## config.mk

```make
export PLATFORM = sky130hd
export DESIGN_NAME = easter_feast_dates
export DESIGN_NICKNAME = d
export VERILOG_FILES = /design/src/design/efd_pkg.sv /design/src/design/easter_feast_dates.sv
export SDC_FILE = /design/constraint.sdc
export NUM_CORES = 1
export LEC_CHECK = 0
export ABC_CLOCK_PERIOD_IN_PS = 15700
export BUFFER_PORTS_ARGS = -buffer_cell sky130_fd_sc_hd__buf_4
export CORE_MARGIN = 2
export CORE_UTILIZATION = 30
export DETAILED_ROUTE_END_ITERATION = 10
export HOLD_SLACK_MARGIN = 0.1
export PLACE_DENSITY = 0.55
export SLEW_MARGIN = 25
export SYNTH_ARGS = -nofsm -noshare
export SYNTH_HDL_FRONTEND = slang
export SYNTH_SLANG_ARGS = --single-unit
```

## constraint.sdc

```tcl
create_clock -name i_clk -period 15.7 [get_ports i_clk]
set_input_delay 1.57 -clock i_clk [delete_from_list [all_inputs] [get_ports i_clk]]
set_output_delay 1.57 -clock i_clk [all_outputs]
set_load 0.02 [all_outputs]
```

## src/design/efd_pkg.sv

```systemverilog
`timescale 1ns / 1ps

package efd_pkg;

    localparam int YEAR_W = 14;
    localparam int MON_W  = 4;
    localparam int DAY_W  = 5;
    localparam int DOY_W  = 8;

    localparam int STAGES = 8;

    localparam logic [15:0] RECIP19   = 16'd55189;
    localparam int          SHIFT19   = 20;
    localparam logic [12:0] RECIP100  = 13'd5243;
    localparam int          SHIFT100  = 19;
    localparam logic [5:0]  RECIP25   = 6'd41;
    localparam int          SHIFT25   = 10;
    localparam logic [7:0]  RECIP3    = 8'd171;
    localparam int          SHIFT3    = 9;
    localparam logic [9:0]  RECIP30   = 10'd547;
    localparam int          SHIFT30   = 14;
    localparam logic [7:0]  RECIP7    = 8'd147;
    localparam int          SHIFT7    = 10;

    localparam logic [8:0]  MJB_LIMIT = 9'd451;
    localparam logic [7:0]  MJB_BASE  = 8'd114;
    localparam logic [7:0]  MJB_PACT  = 8'd32;
    localparam logic [9:0]  MJB_EPACT = 10'd15;
    localparam logic [7:0]  APRIL_V   = 8'd124;
    localparam logic [7:0]  MARCH_V   = 8'd93;

    localparam logic [7:0]  OFS_FRIDAY    = 8'd2;
    localparam logic [7:0]  OFS_ASCENSION = 8'd39;
    localparam logic [7:0]  OFS_WHITSUN   = 8'd49;
    localparam logic [7:0]  OFS_CARNIVAL  = 8'd49;

    localparam logic [MON_W-1:0] MON_FEB = 4'd2;
    localparam logic [MON_W-1:0] MON_MAR = 4'd3;
    localparam logic [MON_W-1:0] MON_APR = 4'd4;

    localparam logic [8:0] CUM_END [12] = '{
        9'd31, 9'd59, 9'd90, 9'd120, 9'd151, 9'd181,
        9'd212, 9'd243, 9'd273, 9'd304, 9'd334, 9'd365
    };

    localparam logic [DAY_W-1:0] MONTH_LEN [12] = '{
        5'd31, 5'd28, 5'd31, 5'd30, 5'd31, 5'd30,
        5'd31, 5'd31, 5'd30, 5'd31, 5'd30, 5'd31
    };

    typedef struct packed {
        logic [MON_W-1:0] month;
        logic [DAY_W-1:0] day;
    } t_md;

    function automatic logic [DAY_W-1:0] month_days(input logic [MON_W-1:0] mon,
                                                    input logic leap);
        logic [DAY_W-1:0] len;
        len = '0;
        if (mon inside {[4'd1:4'd12]}) begin
            len = MONTH_LEN[mon - 4'd1];
            if (mon == MON_FEB && leap) begin
                len = len + 5'd1;
            end
        end
        return len;
    endfunction

    function automatic t_md split_doy(input logic [DOY_W-1:0] doy, input logic leap);
        t_md       res;
        logic [8:0] bound;
        res.month = 4'd1;
        res.day   = doy[DAY_W-1:0];
        for (int m = 0; m < 11; m++) begin
            bound = CUM_END[m] + ((m >= 1) ? {8'd0, leap} : 9'd0);
            if ({1'b0, doy} > bound) begin
                res.month = MON_W'(m + 2);
                res.day   = DAY_W'({1'b0, doy} - bound);
            end
        end
        return res;
    endfunction

endpackage

```

## src/design/easter_feast_dates.sv

```systemverilog
`timescale 1ns / 1ps

// Easter and movable feast dates of a Gregorian year, plus a month-length query.
// Input channel: i_valid / o_stall with i_year_value and i_month_query; one beat
// per year. Output channel: o_valid / i_stall with the leap flag, the length of
// the queried month, and month/day of Easter, Good Friday, Ascension, Whitsunday
// and Carnival; one result beat per input beat, in order.
// Pipeline: eight register stages; a result is driven from the registers of the
// last stage and is taken when o_valid is high and i_stall is low.
// Throughput: one beat per cycle while i_stall is low, set by the pipeline
// registers between the constant-reciprocal divisions of the computus.
// Reset (i_rst_n low, synchronous) empties the pipeline; all valid bits clear.
// When the receiver stalls, the last stage holds its beat and the stages behind
// it keep filling empty slots; o_stall rises only once every stage holds a beat.
module easter_feast_dates
    import efd_pkg::*;
(
    input  logic                i_clk,
    input  logic                i_rst_n,
    input  logic                i_valid,
    output logic                o_stall,
    input  logic [YEAR_W-1:0]   i_year_value,
    input  logic [MON_W-1:0]    i_month_query,
    output logic                o_valid,
    input  logic                i_stall,
    output logic                o_leap_flag,
    output logic [DAY_W-1:0]    o_query_month_days,
    output logic [MON_W-1:0]    o_easter_month_out,
    output logic [DAY_W-1:0]    o_easter_day_out,
    output logic [MON_W-1:0]    o_friday_month,
    output logic [DAY_W-1:0]    o_friday_day,
    output logic [MON_W-1:0]    o_ascension_month,
    output logic [DAY_W-1:0]    o_ascension_day,
    output logic [MON_W-1:0]    o_whitsun_month,
    output logic [DAY_W-1:0]    o_whitsun_day,
    output logic [MON_W-1:0]    o_carnival_month,
    output logic [DAY_W-1:0]    o_carnival_day
);

    logic [STAGES-1:0] r_vld;
    logic [STAGES:0]   adv;

    // stage 1
    logic [4:0]  r1_a;
    logic [7:0]  r1_b;
    logic [6:0]  r1_c;
    logic [MON_W-1:0] r1_mq;
    logic        r1_y4;
    logic        r1_yz;
    // stage 2
    logic [4:0]  r2_a;
    logic [7:0]  r2_b;
    logic [5:0]  r2_d;
    logic [1:0]  r2_e;
    logic [2:0]  r2_f;
    logic [4:0]  r2_i;
    logic [1:0]  r2_k;
    logic        r2_leap;
    logic [DAY_W-1:0] r2_qd;
    // stage 3
    logic [4:0]  r3_a;
    logic [5:0]  r3_g;
    logic [9:0]  r3_hs;
    logic [1:0]  r3_e;
    logic [4:0]  r3_i;
    logic [1:0]  r3_k;
    logic        r3_leap;
    logic [DAY_W-1:0] r3_qd;
    // stage 4
    logic [4:0]  r4_a;
    logic [4:0]  r4_h;
    logic [1:0]  r4_e;
    logic [4:0]  r4_i;
    logic [1:0]  r4_k;
    logic        r4_leap;
    logic [DAY_W-1:0] r4_qd;
    // stage 5
    logic [4:0]  r5_a;
    logic [4:0]  r5_h;
    logic [2:0]  r5_l;
    logic        r5_leap;
    logic [DAY_W-1:0] r5_qd;
    // stage 6
    logic        r6_apr;
    logic [DAY_W-1:0] r6_ed;
    logic        r6_leap;
    logic [DAY_W-1:0] r6_qd;
    // stage 7
    logic [DOY_W-1:0] r7_doy;
    logic        r7_leap;
    logic [DAY_W-1:0] r7_qd;
    // stage 8
    logic        r8_leap;
    logic [DAY_W-1:0] r8_qd;
    t_md         r8_easter;
    t_md         r8_friday;
    t_md         r8_ascension;
    t_md         r8_whitsun;
    t_md         r8_carnival;

    logic [29:0] n1_p19;
    logic [9:0]  n1_q19;
    logic [26:0] n1_p100;
    logic [7:0]  n1_b;
    logic [13:0] n2_pf;
    logic [7:0]  n3_gx;
    logic [15:0] n3_pg;
    logic [9:0]  n4_hx;
    logic [19:0] n4_ph;
    logic [4:0]  n4_q30;
    logic [7:0]  n5_lx;
    logic [14:0] n5_pl;
    logic [3:0]  n5_q7;
    logic [8:0]  n6_ms;
    logic [7:0]  n6_v;
    logic        n6_apr;
    logic [7:0]  n7_doy;

    always_comb begin
        adv[STAGES] = !i_stall;
        for (int s = STAGES - 1; s >= 0; s--) begin
            adv[s] = !r_vld[s] || adv[s+1];
        end
    end

    assign o_stall = !adv[0];
    assign o_valid = r_vld[STAGES-1];

    always_comb begin
        n1_p19  = 30'(i_year_value) * 30'(RECIP19);
        n1_q19  = n1_p19[SHIFT19 +: 10];
        n1_p100 = 27'(i_year_value) * 27'(RECIP100);
        n1_b    = n1_p100[SHIFT100 +: 8];

        n2_pf   = 14'(r1_b + 8'd8) * 14'(RECIP25);

        n3_gx   = r2_b - 8'(r2_f) + 8'd1;
        n3_pg   = 16'(n3_gx) * 16'(RECIP3);

        n4_hx   = r3_hs - 10'(r3_g);
        n4_ph   = 20'(n4_hx) * 20'(RECIP30);
        n4_q30  = n4_ph[SHIFT30 +: 5];

        n5_lx   = MJB_PACT + 8'({r4_e, 1'b0}) + 8'({r4_i, 1'b0}) - 8'(r4_h) - 8'(r4_k);
        n5_pl   = 15'(n5_lx) * 15'(RECIP7);
        n5_q7   = n5_pl[SHIFT7 +: 4];

        n6_ms   = 9'(r5_a) + 9'(r5_h) * 9'd11 + 9'(r5_l) * 9'd22;
        n6_v    = 8'(r5_h) + 8'(r5_l) + MJB_BASE - ((n6_ms >= MJB_LIMIT) ? 8'd7 : 8'd0);
        n6_apr  = (n6_v >= APRIL_V);

        n7_doy  = 8'(r6_ed) + 8'(CUM_END[1]) + 8'(r6_leap)
                + (r6_apr ? 8'(MONTH_LEN[2]) : 8'd0);
    end

    always_ff @(posedge i_clk) begin
        if (!i_rst_n) begin
            r_vld <= '0;
        end else begin
            if (adv[0]) begin
                r_vld[0] <= i_valid;
            end
            for (int s = 1; s < STAGES; s++) begin
                if (adv[s]) begin
                    r_vld[s] <= r_vld[s-1];
                end
            end
        end
    end

    always_ff @(posedge i_clk) begin
        if (adv[0]) begin
            r1_a  <= 5'(i_year_value - 14'(n1_q19) * 14'd19);
            r1_b  <= n1_b;
            r1_c  <= 7'(i_year_value - 14'(n1_b) * 14'd100);
            r1_mq <= i_month_query;
            r1_y4 <= (i_year_value[1:0] == 2'd0);
            r1_yz <= (i_year_value == '0);
        end
        if (adv[1]) begin
            r2_a    <= r1_a;
            r2_b    <= r1_b;
            r2_d    <= r1_b[7:2];
            r2_e    <= r1_b[1:0];
            r2_f    <= n2_pf[SHIFT25 +: 3];
            r2_i    <= r1_c[6:2];
            r2_k    <= r1_c[1:0];
            r2_leap <= !r1_yz && r1_y4 && ((r1_c != '0) || (r1_b[1:0] == 2'd0));
            r2_qd   <= month_days(r1_mq,
                                  !r1_yz && r1_y4 && ((r1_c != '0) || (r1_b[1:0] == 2'd0)));
        end
        if (adv[2]) begin
            r3_a    <= r2_a;
            r3_g    <= n3_pg[SHIFT3 +: 6];
            r3_hs   <= 10'(r2_a) * 10'd19 + 10'(r2_b) - 10'(r2_d) + MJB_EPACT;
            r3_e    <= r2_e;
            r3_i    <= r2_i;
            r3_k    <= r2_k;
            r3_leap <= r2_leap;
            r3_qd   <= r2_qd;
        end
        if (adv[3]) begin
            r4_a    <= r3_a;
            r4_h    <= 5'(n4_hx - 10'(n4_q30) * 10'd30);
            r4_e    <= r3_e;
            r4_i    <= r3_i;
            r4_k    <= r3_k;
            r4_leap <= r3_leap;
            r4_qd   <= r3_qd;
        end
        if (adv[4]) begin
            r5_a    <= r4_a;
            r5_h    <= r4_h;
            r5_l    <= 3'(n5_lx - 8'(n5_q7) * 8'd7);
            r5_leap <= r4_leap;
            r5_qd   <= r4_qd;
        end
        if (adv[5]) begin
            r6_apr  <= n6_apr;
            r6_ed   <= 5'(n6_v - (n6_apr ? APRIL_V : MARCH_V) + 8'd1);
            r6_leap <= r5_leap;
            r6_qd   <= r5_qd;
        end
        if (adv[6]) begin
            r7_doy  <= n7_doy;
            r7_leap <= r6_leap;
            r7_qd   <= r6_qd;
        end
        if (adv[7]) begin
            r8_leap      <= r7_leap;
            r8_qd        <= r7_qd;
            r8_easter    <= split_doy(r7_doy, r7_leap);
            r8_friday    <= split_doy(r7_doy - OFS_FRIDAY, r7_leap);
            r8_ascension <= split_doy(r7_doy + OFS_ASCENSION, r7_leap);
            r8_whitsun   <= split_doy(r7_doy + OFS_WHITSUN, r7_leap);
            r8_carnival  <= split_doy(r7_doy - OFS_CARNIVAL, r7_leap);
        end
    end

    assign o_leap_flag        = r8_leap;
    assign o_query_month_days = r8_qd;
    assign o_easter_month_out = r8_easter.month;
    assign o_easter_day_out   = r8_easter.day;
    assign o_friday_month     = r8_friday.month;
    assign o_friday_day       = r8_friday.day;
    assign o_ascension_month  = r8_ascension.month;
    assign o_ascension_day    = r8_ascension.day;
    assign o_whitsun_month    = r8_whitsun.month;
    assign o_whitsun_day      = r8_whitsun.day;
    assign o_carnival_month   = r8_carnival.month;
    assign o_carnival_day     = r8_carnival.day;

endmodule

```

Yosys cells after proc, flatten, opt, wreduce, memory -nomap -nowiden --
Memories as Yosys holds them, arrays and structs flattened. Index checks and enable logic that the tools add are counted.
Cells by class: add/subtract/negate cells 96, multipliers 13, magnitude comparators 60, equality and inequality tests 1, muxes and demuxes 61, bitwise logic cells 1, reductions and logical operators 33
Operator list (number):
- $gt A8 B9 Y1 | 35
- $sub A5 B5 Y5 | 53
- $mux W9 | 25
- $mux W8 | 20
- $gt A8 B8 Y1 | 10
- $mux W5 | 9
- $gt A8 B5 Y1 const B | 5
- $gt A8 B7 Y1 | 5
- $add A8 B1 Y9 const A | 4
- $mux W7 | 5
- $mul A14 B16 Y30 const B | 1
- $add A9 B1 Y9 const A | 3
- $mul A14 B13 Y27 const B | 1
- $reduce_or A5 Y1 | 5
- $sub A5 B5 Y5 const B | 5
- $sub A10 B6 Y10 | 2
- $mul A10 B10 Y19 const B | 1
- $add A7 B1 Y8 const A | 2
- $add A8 B6 Y8 const B | 2
- $sub A8 B3 Y8 | 2
- $mul A8 B8 Y15 const B | 1
- $logic_not A14 Y1 | 1
- $mul A8 B8 Y14 const B | 1
- $mul A9 B6 Y13 const B | 1
- other kinds (43) | 66
Word-level totals: flip-flop bits (word level) 228, memory bits (read-only) 80, input bits 22, output and inout port bits 53, word-level logic and storage cells 333, memories 1
Memory list:
- (no name shown) | words 16, bits a word 5, read ports 1, clocked after memory_dff 0, wr ports 0, line efd_pkg.sv:61 | len = MONTH_LEN[mon - 4'd1];

Logic depth before layout (Yosys ltp) --
depth after elaboration 13, depth in mapped cells 33, mapped depth without buffers 33

Worst setup path before layout --
No wires, ideal clock.
path kind input-to-reg, start in i_year_value[5], end reg r1_a[4] (data pin), setup time 0.260 ns, data arrival time 7.936 ns, required time 15.440 ns, slack 7.504 ns, cell stages on the path 27, buffers on the path 0, path through ha_1 inv_1 fa_1 inv_1 fa_1 fa_1 fa_1 ha_1 ha_1 a21oi_1 o21ai_0 inv_1 a221oi_1 nor3_1 nor2_1 inv_1 fa_1 inv_1 ha_1 inv_1 fa_1 a21o_1 a21oi_1 xnor2_1 xnor2_1 xnor2_1 xnor2_1
On the way: longest elaborated chain between the ends 3
RTL lines:
- start: declaration | line easter_feast_dates.sv:22 | input logic [YEAR_W-1:0] i_year_value,
- $mul A14 B16 Y30 | line easter_feast_dates.sv:130 | n1_p19 = 30'(i_year_value) * 30'(RECIP19);
- $mul A10 B5 Y5 | line easter_feast_dates.sv:173 | r1_a <= 5'(i_year_value - 14'(n1_q19) * 14'd19);
- $sub A5 B5 Y5 | line easter_feast_dates.sv:173
- end signal: assignment | line easter_feast_dates.sv:173
- end: declaration | line easter_feast_dates.sv:44 | logic [4:0] r1_a;
No other way between the ends. A chain may end at the register's enable or synchronous reset.

Worst setup path in the final report --
Ends and elaborated chain as after synthesis.

==> impl_metrics.toml <==
[placed_design]
placed_area_um2 = 26100
dp_hpwl_um = 43900
place.gp.congestion = 0.892
io_buffers = 73
placed_cells = 3443

[floorplanning]
die_x_um = 288
rows = 104
die_h_um = 288
initial_core_util_pct = 30.2
ios = 75
coreArea_um2 = 80300
dieArea_um2 = 83200

[sta]
setup_violations = 0
slew_headroom_pct = 34.0
tns_ps = 0
fin_crit_sh_pct = 53.5
tightest_slew_ps = 990
fmax_ghz = 0.119
finalMaxSlewViolations = 0
period_minus_slack_ps = 8400
rsz0062_at_grt = "no"
hold_violations = 0
fin_skew_ps = 13.1

[synth]
synth_flop_cell = "edfxtp_1"
netlist_area_um2 = 24300
synth_top_family_by_area = "adder cells"
synth-xor-area-share_pct = 6.10
synth_top_cell_by_area = "ha_1"
synthMuxAreaShare_pct = 0.474
yosys.cell_types.count = 96
ys_async_sr_fraction_pct = 0
synth_fp_nets = 3051
syn_inst = 2335
synth_compound_area_share_pct = 11.2
ys_seq_area_share_pct = 24.9
ys_ff_latch = 204
synth.avg_cell_area_um2 = 10.4
synth_fa_ha_area_share_pct = 42.1
synth_area_leaders = "ha_1, edfxtp_1, fa_1"
synth_top_area_share_pct = 25.2
yosysWarnings = 0
synth-simple-area-share_pct = 7.27
synth_edf_count = 196

[detailed_routing]
routed.top_layer = "met4"
first_pass_iters = 5
viasPerCell = 4.67
wl_per_cell_um = 15.5
dr_total_vias = 16300
met1Wirelength_um = 25100
ant_nets = 0
remaining_drc_errors = 0
wl_met3_um = 2130
drt-total-wl_um = 54000
drt-initial-drc-count = 853
met2_length_um = 25700

[layout]
drive_gt1_share_pct = 7.08
final_util_pct = 33.7
fill_cells = 8176
antenna_cells = 0
final_common_cell = "ha_1"
multiInputGateArea_um2 = 16300
regArea_um2 = 6050
layout_common_cells = "ha_1, inv_1, fa_1"
syn_to_final_growth_pct = 11.4
stdcell_count = 3490
final_nets = 3127
final_area_um2 = 27000

[worst_setup_path]
crit_fanout = 9
cp_slowest_stage_delay_ps = 590
path_buf_inv = 7
critPathRequiredTime_ps = 16000
critPathKind = "input port to flop"
end_kind = "flop"
crit_start = "i_year_value[5]"
timing.rr.start = "r5_l[1]$_DFFE_PP_"
arrival_ps = 8700
critPathLaunchType = "input port"
crit_path_top_delay_cell = "o21ai_0"
crit_family = "adder cells"

[cts]
post_cts_buffers = 0
cts-htree-levels = 1
cts_tree = "yes"
cts_resized = 0
clk_latency_ps = 560
cts.sinks = 204
clk_path_buf_depth = 3
cts_root_buf = "clkbuf_16"
postCtsHoldBufs = 0
clkTransAtPathRegs_ps = 60
cts_buffers = 26

[flow_run]
maxCapViolations = 0

[hold_path]
worst_hold_path_type = "flop to flop"
hp-start = "r2_qd[1]$_SDFFCE_PN0P_"

[global_route]
antenna_found_initial = 0
grt_overflow = 0
grt_pass1_vias = 16600
grt_pass1_wl_um = 88000
groute.usage.overall_pct = 13.2
grt_max_degree = 43

[outcome]
status = "completed"
final cells by class:
type | count | area share, %
Clock inverter | 19 | 1.04
Clock buffer | 28 | 2.43
Inverter | 460 | 6.39
Multi-Input combinational cell | 1627 | 60.3
Tap cell | 1060 | 4.91
Timing Repair Buffer | 92 | 2.55
Sequential cell | 204 | 22.4
metal layers:
layer | vias to the layer above | track usage, %
met4 | 0 | 3.25
met5 | - | 0
met1 | 7807 | 17.8
met3 | 53 | 1.20
li1 | 8135 | -
met2 | 309 | 22.8
per-stage QoR:
stage | hold slack, ps | worst slack (ps)
after detailed placement | 405 | 6750
after global placement | 402 | 6800
final | 417 | 7300
after CTS | 414 | 7340
after floorplan | 400 | 7500
after global routing | 424 | 6910
cells in the mapped netlist, types with 6 or more instances:
master	count
ha_1	489
inv_1	455
fa_1	205
edfxtp_1	196
a21oi_1	131
xnor2_1	130
nor2_1	91
nand2_1	86
o21ai_0	60
xor2_1	39
a21o_1	30
nand3_1	29
nor3_1	28
clkbuf_1	25
nor2b_1	25
o21bai_1	22
a31oi_1	15
o21a_1	15
and3_1	13
o211ai_1	13
a211oi_1	12
nand2b_1	12
nand4_1	12
nor4_1	10
o221ai_1	10
buf_2	8
dfxtp_1	8
and2_1	7
mux2i_1	7
or3_1	7
a221oi_1	6
logic make-up (layout without fill, tap and decap cells):
family | count (synthesis) | after routing
buffers and inverters | 504 | 599
and+or+nand+nor | 353 | 353
xor gates and xnor gates | 169 | 169
muxes | 11 | 11
AOI/OAI and AO/OA | 399 | 399
other | 1 | 1
DFF | 204 | 204
adders and majority gates | 694 | 694
final timing paths:
path                   endpoint  slack (ps)  depth (start not counted)
max           r1_a[4]$_DFFE_PN_        7300                         28
min          r3_qd[1]$_DFFE_PP_         420                          0
min reg2reg  r3_qd[1]$_DFFE_PP_         420                          0
max reg2reg  r6_ed[4]$_DFFE_PP_        8200                         28
registers in the layout (all words and copies together), names as in the netlist, 6 cells and up:
register,cells
r3_hs,10
r1_b,8
r2_b,8
r_vld,8
r1_c,7
r7_doy,7
r3_g,6
Power is left out: the tool's default activity adds up to more than one toggle a clock period on the data nets, which glitch-free logic cannot reach.
